File: src/ilha_pkg.sv
`timescale 1ns / 1ps
// ----------------------------------------------------------------------------
// ilha_pkg
// Shared types, constants and header helpers of the implicit list heap
// allocator.
// ----------------------------------------------------------------------------
package ilha_pkg;

  localparam int HEAP_BYTES = 65536;
  localparam int HDR_BYTES  = 8;
  localparam int ROWS       = HEAP_BYTES / HDR_BYTES;
  localparam int ROW_W      = $clog2(ROWS);
  localparam int OFF_W      = $clog2(HEAP_BYTES);
  localparam int WOFF_W     = OFF_W + 2;

  localparam logic [1:0] OP_ALLOC = 2'd0;
  localparam logic [1:0] OP_FREE  = 2'd1;
  localparam logic [1:0] OP_INIT  = 2'd2;
  localparam logic [1:0] OP_STATS = 2'd3;

  localparam logic [1:0] FIT_FIRST = 2'd0;
  localparam logic [1:0] FIT_BEST  = 2'd1;

  localparam logic CFG_MIN_REQUEST = 1'b0;
  localparam logic CFG_MAX_REQUEST = 1'b1;

  localparam logic [12:0] MIN_REQUEST_RESET = 13'd4;
  localparam logic [15:0] MAX_REQUEST_RESET = 16'd4096;

  typedef struct packed {
    logic [1:0]  op;
    logic [15:0] request_bytes;
    logic [15:0] owner_task;
    logic [1:0]  fit_strategy;
    logic [15:0] free_pointer;
  } in_beat_t;

  typedef struct packed {
    logic        status;
    logic [15:0] payload_offset;
    logic [15:0] free_total;
    logic [15:0] max_free_block;
    logic [13:0] free_count;
  } out_beat_t;

  typedef struct packed {
    logic              rd_en;
    logic [OFF_W-1:0]  rd_off;
    logic              wr_en;
    logic [WOFF_W-1:0] wr_off;
    logic [63:0]       wr_data;
  } mem_req_t;

  function automatic logic [7:0] hdr_sum(input logic [55:0] b);
    logic [7:0] s;
    s = b[7:0] ^ b[15:8] ^ b[23:16] ^ b[31:24] ^ b[39:32] ^ b[47:40] ^ b[55:48];
    return s;
  endfunction

  function automatic logic [63:0] hdr_pack(input logic [31:0] size, input logic [7:0] st,
                                           input logic [15:0] owner);
    logic [55:0] b;
    b = {owner, st, size};
    return {hdr_sum(b), b};
  endfunction

endpackage

File: src/ilha_seq.sv
`timescale 1ns / 1ps
// ----------------------------------------------------------------------------
// ilha_seq
// Operation sequencer: walks the header chain one header at a time through
// the shared header port.
// ----------------------------------------------------------------------------
module ilha_seq (
  input  logic                 clk,
  input  logic                 rst,
  input  logic                 in_take,
  input  ilha_pkg::in_beat_t   in_beat,
  input  logic [12:0]          min_request,
  input  logic [15:0]          max_request,
  input  logic [63:0]          rdata,
  input  logic                 res_take,
  output logic                 idle,
  output logic                 res_valid,
  output ilha_pkg::out_beat_t  res,
  output ilha_pkg::mem_req_t   mreq
);

  localparam logic [3:0] S_CLEAR   = 4'd0;
  localparam logic [3:0] S_IDLE    = 4'd1;
  localparam logic [3:0] S_ISSUE   = 4'd2;
  localparam logic [3:0] S_EVAL    = 4'd3;
  localparam logic [3:0] S_FREE_RD = 4'd4;
  localparam logic [3:0] S_FREE_CK = 4'd5;
  localparam logic [3:0] S_SPLIT   = 4'd6;
  localparam logic [3:0] S_SPLIT2  = 4'd7;
  localparam logic [3:0] S_INITHDR = 4'd8;
  localparam logic [3:0] S_DONE    = 4'd9;

  localparam logic [15:0] LAST_OFF = 16'(ilha_pkg::HEAP_BYTES - ilha_pkg::HDR_BYTES);
  localparam logic [31:0] INIT_SIZE = 32'(ilha_pkg::HEAP_BYTES - ilha_pkg::HDR_BYTES);

  logic [3:0]  state;
  logic        boot;
  logic [ilha_pkg::ROW_W-1:0] row;
  logic [1:0]  op;
  logic [1:0]  strat;
  logic [15:0] owner;
  logic [16:0] need;
  logic [15:0] off;
  logic        beyond;
  logic        have_best;
  logic [15:0] best;
  logic [31:0] best_size;
  logic [31:0] best_diff;
  logic [15:0] blk;
  logic [31:0] blk_size;
  logic        have_prev;
  logic [15:0] prev;
  logic [31:0] prev_size;

  logic [31:0] r_size;
  logic [7:0]  r_st;
  logic [15:0] r_owner;
  logic        r_free;
  logic        walk_go;
  logic [33:0] nxt;
  logic [31:0] need32;
  logic [31:0] diff;
  logic        fits;
  logic        take_now;
  logic [31:0] psum;
  logic [31:0] rest;
  logic        do_split;
  logic [16:0] tot_sum;
  logic [15:0] sz_sat;
  logic [15:0] tot_next;
  logic [15:0] big_next;
  logic [13:0] cnt_next;
  logic [16:0] req3;
  logic        free_ok;
  logic        alloc_bad;
  logic        ptr_bad;
  logic        in_reject;

  always_comb begin
    r_size  = rdata[31:0];
    r_st    = rdata[39:32];
    r_owner = rdata[55:40];
    r_free  = (r_st == 8'd0);
    need32  = {15'd0, need};
    fits    = r_size >= need32;
    diff    = r_size - need32;
    take_now = r_free && fits && (strat == ilha_pkg::FIT_FIRST || diff == '0);
    nxt     = 34'(off) + 34'(r_size) + 34'(ilha_pkg::HDR_BYTES);
    psum    = prev_size + r_size + 32'(ilha_pkg::HDR_BYTES);
    rest    = blk_size - need32;
    do_split = {1'b0, rest} >= 33'(ilha_pkg::HDR_BYTES) + 33'(min_request);
    sz_sat  = (r_size[31:16] != '0) ? 16'hFFFF : r_size[15:0];
    tot_sum = {1'b0, res.free_total} + {1'b0, sz_sat};
    tot_next = tot_sum[16] ? 16'hFFFF : tot_sum[15:0];
    big_next = (sz_sat > res.max_free_block) ? sz_sat : res.max_free_block;
    cnt_next = (res.free_count != 14'h3FFF) ? res.free_count + 14'd1 : res.free_count;
    req3    = {1'b0, in_beat.request_bytes} + 17'd3;
    free_ok = (rdata[63:56] == ilha_pkg::hdr_sum(rdata[55:0])) && !r_free;
    alloc_bad = (in_beat.request_bytes < {3'd0, min_request}) ||
                (in_beat.request_bytes > max_request);
    ptr_bad   = (in_beat.free_pointer < 16'(ilha_pkg::HDR_BYTES)) ||
                (in_beat.free_pointer > LAST_OFF);
    in_reject = ((in_beat.op == ilha_pkg::OP_ALLOC) && alloc_bad) ||
                ((in_beat.op == ilha_pkg::OP_FREE) && ptr_bad);
    if (op == ilha_pkg::OP_ALLOC) begin
      walk_go = !beyond && (off <= LAST_OFF);
    end else begin
      walk_go = !beyond && (off < LAST_OFF);
    end
  end

  always_comb begin
    mreq = '0;
    unique case (state)
      S_CLEAR: begin
        mreq.wr_en  = 1'b1;
        mreq.wr_off = {2'b00, row, 3'b000};
      end
      S_INITHDR: begin
        mreq.wr_en   = 1'b1;
        mreq.wr_data = ilha_pkg::hdr_pack(INIT_SIZE, 8'd0, 16'd0);
      end
      S_ISSUE: begin
        mreq.rd_en  = walk_go;
        mreq.rd_off = off;
      end
      S_FREE_RD: begin
        mreq.rd_en  = 1'b1;
        mreq.rd_off = off;
      end
      S_EVAL: begin
        mreq.wr_en   = (op == ilha_pkg::OP_FREE) && r_free && have_prev;
        mreq.wr_off  = {2'b00, prev};
        mreq.wr_data = ilha_pkg::hdr_pack(psum, 8'd0, 16'd0);
      end
      S_FREE_CK: begin
        mreq.wr_en   = free_ok;
        mreq.wr_off  = {2'b00, off};
        mreq.wr_data = ilha_pkg::hdr_pack(r_size, 8'd0, r_owner);
      end
      S_SPLIT: begin
        mreq.wr_en   = 1'b1;
        mreq.wr_off  = {2'b00, blk};
        mreq.wr_data = ilha_pkg::hdr_pack(do_split ? need32 : blk_size, 8'd1, owner);
      end
      S_SPLIT2: begin
        mreq.wr_en   = 1'b1;
        mreq.wr_off  = {2'b00, blk} + 18'(ilha_pkg::HDR_BYTES) + {1'b0, need};
        mreq.wr_data = ilha_pkg::hdr_pack(rest - 32'(ilha_pkg::HDR_BYTES), 8'd0, 16'd0);
      end
      default: begin
        mreq = '0;
      end
    endcase
  end

  assign idle      = (state == S_IDLE);
  assign res_valid = (state == S_DONE);

  always_ff @(posedge clk) begin
    if (rst) begin
      state <= S_CLEAR;
      boot  <= 1'b1;
      row   <= '0;
    end else begin
      unique case (state)
        S_CLEAR: begin
          row <= row + 1'b1;
          if (row == ilha_pkg::ROW_W'(ilha_pkg::ROWS - 1)) begin
            state <= S_INITHDR;
          end
        end
        S_INITHDR: begin
          boot  <= 1'b0;
          state <= boot ? S_IDLE : S_DONE;
        end
        S_IDLE: begin
          if (in_take) begin
            op        <= in_beat.op;
            strat     <= in_beat.fit_strategy;
            owner     <= in_beat.owner_task;
            need      <= {req3[16:2], 2'b00};
            off       <= (in_beat.op == ilha_pkg::OP_FREE) ?
                         in_beat.free_pointer - 16'(ilha_pkg::HDR_BYTES) : '0;
            beyond    <= 1'b0;
            have_best <= 1'b0;
            have_prev <= 1'b0;
            res       <= {in_reject, 62'd0};
            unique case (in_beat.op)
              ilha_pkg::OP_ALLOC: begin
                state <= alloc_bad ? S_DONE : S_ISSUE;
              end
              ilha_pkg::OP_FREE: begin
                state <= ptr_bad ? S_DONE : S_FREE_RD;
              end
              ilha_pkg::OP_INIT: begin
                row   <= '0;
                state <= S_CLEAR;
              end
              default: begin
                state <= S_ISSUE;
              end
            endcase
          end
        end
        S_ISSUE: begin
          if (walk_go) begin
            state <= S_EVAL;
          end else if (op == ilha_pkg::OP_ALLOC) begin
            if (have_best) begin
              blk      <= best;
              blk_size <= best_size;
              state    <= S_SPLIT;
            end else begin
              res.status <= 1'b1;
              state      <= S_DONE;
            end
          end else begin
            state <= S_DONE;
          end
        end
        S_EVAL: begin
          off    <= nxt[15:0];
          beyond <= (nxt[33:16] != '0);
          state  <= ((op == ilha_pkg::OP_ALLOC) && take_now) ? S_SPLIT : S_ISSUE;
          unique case (op)
            ilha_pkg::OP_ALLOC: begin
              if (take_now) begin
                blk      <= off;
                blk_size <= r_size;
              end else if (r_free && fits && strat == ilha_pkg::FIT_BEST &&
                           (!have_best || diff < best_diff)) begin
                have_best <= 1'b1;
                best      <= off;
                best_size <= r_size;
                best_diff <= diff;
              end
            end
            ilha_pkg::OP_FREE: begin
              if (r_free) begin
                if (have_prev) begin
                  prev_size <= psum;
                end else begin
                  have_prev <= 1'b1;
                  prev      <= off;
                  prev_size <= r_size;
                end
              end else begin
                have_prev <= 1'b0;
              end
            end
            default: begin
              if (r_free) begin
                res <= {res.status, res.payload_offset, tot_next, big_next, cnt_next};
              end
            end
          endcase
        end
        S_FREE_RD: begin
          state <= S_FREE_CK;
        end
        S_FREE_CK: begin
          if (free_ok) begin
            off    <= '0;
            beyond <= 1'b0;
            state  <= S_ISSUE;
          end else begin
            res.status <= 1'b1;
            state      <= S_DONE;
          end
        end
        S_SPLIT: begin
          res.payload_offset <= blk + 16'(ilha_pkg::HDR_BYTES);
          state <= do_split ? S_SPLIT2 : S_DONE;
        end
        S_SPLIT2: begin
          state <= S_DONE;
        end
        S_DONE: begin
          if (res_take) begin
            state <= S_IDLE;
          end
        end
        default: begin
          state <= S_IDLE;
        end
      endcase
    end
  end

endmodule

File: config.mk
export PLATFORM = sky130hd
export DESIGN_NAME = ilha_seq
export DESIGN_NICKNAME = d
export VERILOG_FILES = /design/src/ilha_pkg.sv /design/src/ilha_seq.sv
export SDC_FILE = /design/constraint.sdc
export NUM_CORES = 1
export LEC_CHECK = 0
export BUFFER_PORTS_ARGS = -buffer_cell sky130_fd_sc_hd__buf_2
export CAP_MARGIN = 10
export CORE_MARGIN = 4
export CORE_UTILIZATION = 45
export CTS_CLUSTER_DIAMETER = 100
export DETAILED_ROUTE_END_ITERATION = 8
export PLACE_DENSITY = 0.76
export SLEW_MARGIN = 10
export SYNTH_ARGS = -nofsm -noshare
export SYNTH_HDL_FRONTEND = slang
export SYNTH_SLANG_ARGS = --single-unit
File: constraint.sdc
create_clock -name clk -period 34 [get_ports clk]
set_input_delay 3.4 -clock clk [delete_from_list [all_inputs] [get_ports clk]]
set_output_delay 3.4 -clock clk [all_outputs]
set_load 0.05 [all_outputs]
==> results of run 1 <==
==> sequential cells by signal (all words and copies together), names as in the netlist, 16 cells and up <==
register and cells:
res 63, best_size 32, blk_size 32, prev_size 32, best_diff 30, best 16
blk 16, off 16, owner 16, prev 16
==> critical path, stage by stage <==
cell and delay [ns]:
buf_2 0.17, inv_1 0.19, ha_1 0.33, inv_1 0.04
ha_1 0.34, nor2b_1 0.17, o31a_1 0.27, o21a_1 0.26
a2bb2o_1 0.34, o41ai_1 0.69, o2111ai_1 0.31, o21ai_0 0.22
o221ai_1 0.16, a21oi_1 0.19, xnor2_1 0.21, xnor2_1 0.19
o211ai_1 0.37, buf_2 0.34
==> layout by cell type, fill, tap and decap left out, drive strengths merged, types with 26 or more instances in the layout <==
master	instances
nor4	30
a21oi	145
ha	266
nor2	170
mux2i	26
clkbuf	47
o21ai	134
inv	179
buf	334
or2	29
and2	45
nand2	250
nor2b	30
edfxtp	291
xor2	100
xnor2	223
nand2b	39
nand4	36
nand3	63
a21o	55
a211oi	32
nor3	75
mux2	29
==> area by class of cell <==
cell class | count | area [um2] | area share, %
clock buffer | 47 | 995 | 3.41
multi-input combinational | 2138 | 15400 | 52.8
clock inverter | 20 | 295 | 1.01
antenna | 4 | 10.0 | 0.0343
timing repair buffer | 334 | 1740 | 5.97
sequential | 309 | 9100 | 31.2
inverter | 180 | 677 | 2.32
tap | 756 | 946 | 3.24
==> stage by stage <==
stage	instance area, um2	instances
final	29200	3788
after global routing	29200	3784
after CTS	29200	3784
after detailed placement	27900	3717
after global placement	27900	3717
after floorplan	25600	2731
==> where the power goes <==
part,internal (mW),switching (mW),total [mW],leakage [nW]
Clock,0.261,0.170,0.432,0.623
Sequential,0.425,0.0118,0.437,2.76
Combinational,0.0949,0.190,0.285,8.80
Total,0.781,0.372,1.15,12.2
==> routing by layer <==
metal  track usage [%]  up-vias
li1                  -    10530
met1              38.4    10991
met2              44.7     1318
met3              6.69      238
met4              12.6       20
met5                 0        -
==> kinds of logic (layout without fill, tap and decap cells) <==
family,Yosys count,after routing,synth area share (%)
AO/OA/AOI/OAI,616,616,16.1
XOR/XNOR,327,327,11.4
adder cells (fa/ha/maj),272,272,13.5
buffers and inverters,284,581,4.34
flip-flops,309,309,35.6
multiplexers,55,55,2.30
other,1,11,0.0147
AND/OR/NAND/NOR,861,861,16.7
==> final timing paths <==
check                                     end  slack (ns)
worst max-delay path                 mreq[63]       22.40
worst min-delay path                     boot        0.48
worst max register to register  best_size[21]       27.30
worst min register to register           boot        0.48
==> flow_summary.yaml, run 1 <==
floorplanning:
  die_h_um: 246
  start_util_pct: 45.4
  die_w_um: 246
  dieArea_mm2: 0.0607
  io_pins: 314
  coreArea_mm2: 0.0563
  rows: 87
synth:
  post-synth-top-count-cell: "edfxtp_1"
  ys_warn_count: 0
  syn_area_mm2: 0.0255
  synth_top_cell_area_share_pct: 34.2
  async_flop_share_pct: 0
  ys_top_cells_by_area: "edfxtp_1, ha_1, xnor2_1, nand2_1, xor2_1"
  synthTopCellsByCount: "edfxtp_1, ha_1, nand2_1"
  synthCells: 2725
  synth_cell_types: 87
  yosysSeqAreaShare_pct: 35.6
  synth-edff-count: 291
  ys_ff_latch: 309
  synth_ff_type: "edfxtp_1"
  synth_area_leader_cell: "edfxtp_1"
  synth.avg_cell_area_um2: 9.38
route:
  drt_pass1_iterations: 8
  num_vias: 23097
  vias_per_cell: 6.10
  drc: 0
  highest_layer: "met5"
  wl_met1_um: 35800
  ant_nets: 0
  wl_met2_um: 39900
  first_iter_violations: 2740
  route.met3.wl_um: 10400
  wl_um: 90600
  wl_per_cell_um: 23.9
placed_design:
  dp_hpwl_um: 69800
  place_ws_ns: 22.56
  portBuffers: 306
  gp_congestion: 0.975
sta:
  clock_skew_ns: 0.0374
  worst_pin_slew_ns: 1.12
  final-setup-viol-count: 0
  min_period_ns: 11.60
  worst_slack_ns: 22.40
  hold_viol: 0
  finalMaxSlewViolations: 0
  setup_tns_ns: 0
  clock.fmax_mhz: 86.2
  hold_ws_ns: 0.482
  maxSlewHeadroom_pct: 25.4
  rsz0062_at_grt: "no"
  post-route-period-util_pct: 34.1
clock_network:
  ctsResizeCount: 0
  cts_hold_buf: 0
  cts.clk_slew.worst_paths_ns: 0.06
  cts_num_sinks: 309
  tritoncts: "done"
  htreeDepth: 2
  cts_buffer_depth: 3
  post_cts_buffers: 0
  root_buffer: "clkbuf_16"
  numCtsBuffers: 37
  worst_skew_pair.late_latency_ns: 0.59
power_and_ir_drop:
  power.total_mw: 1.15
  p_leak_nw: 12.2
  peakVddDrop_mv: 0.0337
  powerDensity_mw_per_mm2: 39.5
global_routing:
  grt_pass1_vias: 21880
  grt-ovfl-total: 0
  antenna_found_initial: 14
  grt_max_degree: 71
  grtUsageTotal_pct: 28.8
  grt_pass1_wl_um: 133000
cells_and_area:
  finalNetCount: 3421
  drive_above_1_share_pct: 15.3
  fill_cells: 5124
  syn2layout_area_growth_pct: 14.2
  utilization_pct: 51.9
hold_path:
  hold_class: "reg2reg"
  hp-start: "boot"
  hold_depth: 2
setup_path:
  worstSetupStartpointType: "input port"
  endpoint_kind: "primary output"
  worstPathRequired_ns: 30.60
  critPathMaxFanout: 7
  rr_startpoint: "need[3]"
  crit_start: "rdata[3]"
  cp.arrival_ns: 8.20
  ff2ff_path_depth: 24
  path_class: "in2out"
job:
  drv_cap: 0
status:
  outcome: "finished, final reports clean"
Note: power is estimated with default switching activity, not from simulation.
==> run 2: changes to the inputs <==
- ABC_AREA: not set -> 1
- clock period: 34 -> 10.8 ns (I/O delays scaled with it)
==> run 2 against run 1 <==
Net effect:
- clock-buffer cell count is 1 lower
- utilization hardly changed
- wire length is 14% higher
- clock power grew to 3.1 times the previous value
- sequential power grew to 3.0 times the previous value
- via count is 18% higher
- register-to-register slack worse by 22 ns
- global-route usage is 2.0 points higher
- sequential share of layout area is 1.7 points lower
- combinational power is 53% higher
- clock skew is 0.023 ns lower
- setup slack worse by 18 ns
- critical path type is now reg2out
- highest routed layer unchanged
==> flow_summary.yaml, run 2 <==
synth:
  ys_ff_latch: 309
  post-synth-top-count-cell: "nand2_1"
  synth.avg_cell_area_um2: 7.38
  async_flop_share_pct: 0
  yosysSeqAreaShare_pct: 33.4
  synth_fa_ha_area_share_pct: 12.7
  synth_area_leader_cell: "edfxtp_1"
  syn_area_mm2: 0.0272
  synth_xor_area_share_pct: 5.66
  synth_top_cell_area_share_pct: 32.1
  synth_top_family_by_area: "simple AND/OR/NAND/NOR gates"
  synth-compound-area-share_pct: 12.5
  synthCells: 3686
  synth-edff-count: 291
  synth_ff_type: "edfxtp_1"
  synth_cell_types: 64
  synthSimpleGateAreaFrac_pct: 26.3
  ys_top_cells_by_area: "edfxtp_1, nand2_1, ha_1, inv_1, nor2_1"
  muxShareOfSynthArea_pct: 0
  synthTopCellsByCount: "nand2_1, inv_1, nor2_1"
  ys_warn_count: 0
sta:
  setup_tns_ns: 0
  rsz0062_at_grt: "no"
  clock_skew_ns: 0.0143
  min_period_ns: 6.73
  clock.fmax_mhz: 149
  worst_pin_slew_ns: 1.07
  finalMaxSlewViolations: 0
  post-route-period-util_pct: 62.3
  hold_viol: 0
  maxSlewHeadroom_pct: 28.6
  final-setup-viol-count: 0
  worst_slack_ns: 4.07
placed_design:
  place_ws_ns: 4.67
  dpl_cell_area_mm2: 0.0296
  dp_hpwl_um: 83300
  portBuffers: 306
  gp_congestion: 1.07
setup_path:
  path_class: "reg2out"
  cpPeakStageDelay_ns: 0.45
  worstPathRequired_ns: 9.72
  rr_startpoint: "need[16]"
  crit_path_cell_trace: "ha_1, fa_1, inv_1, nand3_1, nand3_1, xor2_1, ha_1, nand2_1, nor2_1, and2_1, nor2_1, nand3_1, nand2_1, nand2_1, nor2_2, nand3_1, nor2_4, nand3_4, nand2_1, a21oi_1, a211oi_1, o21ai_0, buf_2"
  critPathMaxFanout: 31
  worstSetupStartpointType: "flip-flop"
  r2r_end: "best_diff[19]"
  cp_slowest_cell: "edfxtp_1"
  ff2ff_path_depth: 20
  cp.arrival_ns: 5.65
  endpoint_kind: "primary output"
  reg2reg_slack_ns: 5.38
floorplanning:
  rows: 89
  start_util_pct: 45.8
  die_w_um: 254
  die_h_um: 254
  dieArea_mm2: 0.0645
  io_pins: 314
  coreArea_mm2: 0.0595
route:
  route.met3.wl_um: 12400
  wl_met2_um: 44500
  vias_per_cell: 5.70
  ant_nets: 0
  wl_met1_um: 41100
  highest_layer: "met5"
  wl_um: 103000
  drt_pass1_iterations: 9
  drc: 0
  wl_per_cell_um: 21.6
  first_iter_violations: 3157
  num_vias: 27268
global_routing:
  grt-ovfl-total: 0
  grtUsageTotal_pct: 30.7
  grt_pass1_wl_um: 151000
  grt_max_degree: 90
  grt_pass1_vias: 25287
  antenna_found_initial: 11
clock_network:
  tritoncts: "done"
  cts_hold_buf: 0
  htreeDepth: 2
  ctsResizeCount: 0
  worst_skew_pair.late_latency_ns: 0.57
  cts.clk_slew.worst_paths_ns: 0.06
  cts_num_sinks: 309
  numCtsBuffers: 39
  cts_buffer_depth: 3
  root_buffer: "clkbuf_16"
  post_cts_buffers: 0
power_and_ir_drop:
  powerDensity_mw_per_mm2: 99.4
  peakVddDrop_mv: 0.115
  power.total_mw: 3.07
  p_leak_nw: 14.8
hold_path:
  min_to: "boot"
  hp-start: "boot"
  hold_depth: 2
  hold_class: "reg2reg"
cells_and_area:
  final_common_cell: "nand2_1"
  fill_cells: 5834
  finalNetCount: 4398
  utilization_pct: 51.9
  syn2layout_area_growth_pct: 13.5
  regMostFlops: "res"
  drive_above_1_share_pct: 12.1
  largest_reg_flops: 63
  layout_common_cells: "nand2_1, inv_1, nor2_1"
  final_area_mm2: 0.0309
job:
  drv_cap: 0
status:
  outcome: "finished, final reports clean"
==> run 2: metal layers <==
| layer | vias up | global-route usage (%) |
|---|---|---|
| met2 | 1646 | 47.6 |
| met3 | 274 | 6.54 |
| met1 | 12434 | 41.4 |
| li1 | 12908 | - |
| met5 | - | 0 |
| met4 | 6 | 14.1 |
==> run 2: worst max-delay path by stage <==
stage                        start       endpoint  cells past startpoint
after floorplan           rdata[2]        best[0]                     22
after global placement    rdata[2]  best_diff[26]                     23
after detailed placement  rdata[2]  best_diff[26]                     23
after CTS                  need[2]        mreq[8]                     23
after global routing       need[2]       mreq[57]                     28
final                      need[2]        mreq[8]                     23
==> run 2: cell type report <==
cell class / instances / area [um2] / share of cell area (%)
Inverter: 589 / 2210 / 7.17
Tap cell: 773 / 967 / 3.13
Timing Repair Buffer: 325 / 1670 / 5.42
Clock inverter: 26 / 244 / 0.790
Sequential cell: 309 / 9100 / 29.5
Clock buffer: 46 / 1030 / 3.35
Antenna cell: 7 / 17.5 / 0.0567
Multi-Input combinational cell: 2713 / 15600 / 50.6
==> run 2: report_power, final <==
part	internal, mW	switching (mW)	total [mW]
sequential	1.30	0.00112	1.30
clock	0.765	0.568	1.33
combinational	0.141	0.294	0.435
==> run 2: cells by family after synthesis <==
group,after synthesis
simple gates,1668
buf+inv,670
compound gates,592
flops,309
fa+ha+maj,272
xor+xnor,174
other cells,1
==> run 2: metrics by stage <==
stage                     hold WS [ns]  instances
after global routing             0.522       4782
after detailed placement         0.482       4709
after global placement           0.467       4709
after CTS                        0.491       4781
after floorplan                  0.445       3692
final                            0.499       4788
==> run 2: worst max-delay path: cells and delay by family, from the launching register on <==
kind	cells	cell delay, ns
AOI/OAI and AO/OA	3	0.88
xor gates and xnor gates	1	0.44
adders and majority gates	3	1.04
buffers and inverters	2	0.45
DFF	1	0.45
and+or+nand+nor	14	1.80
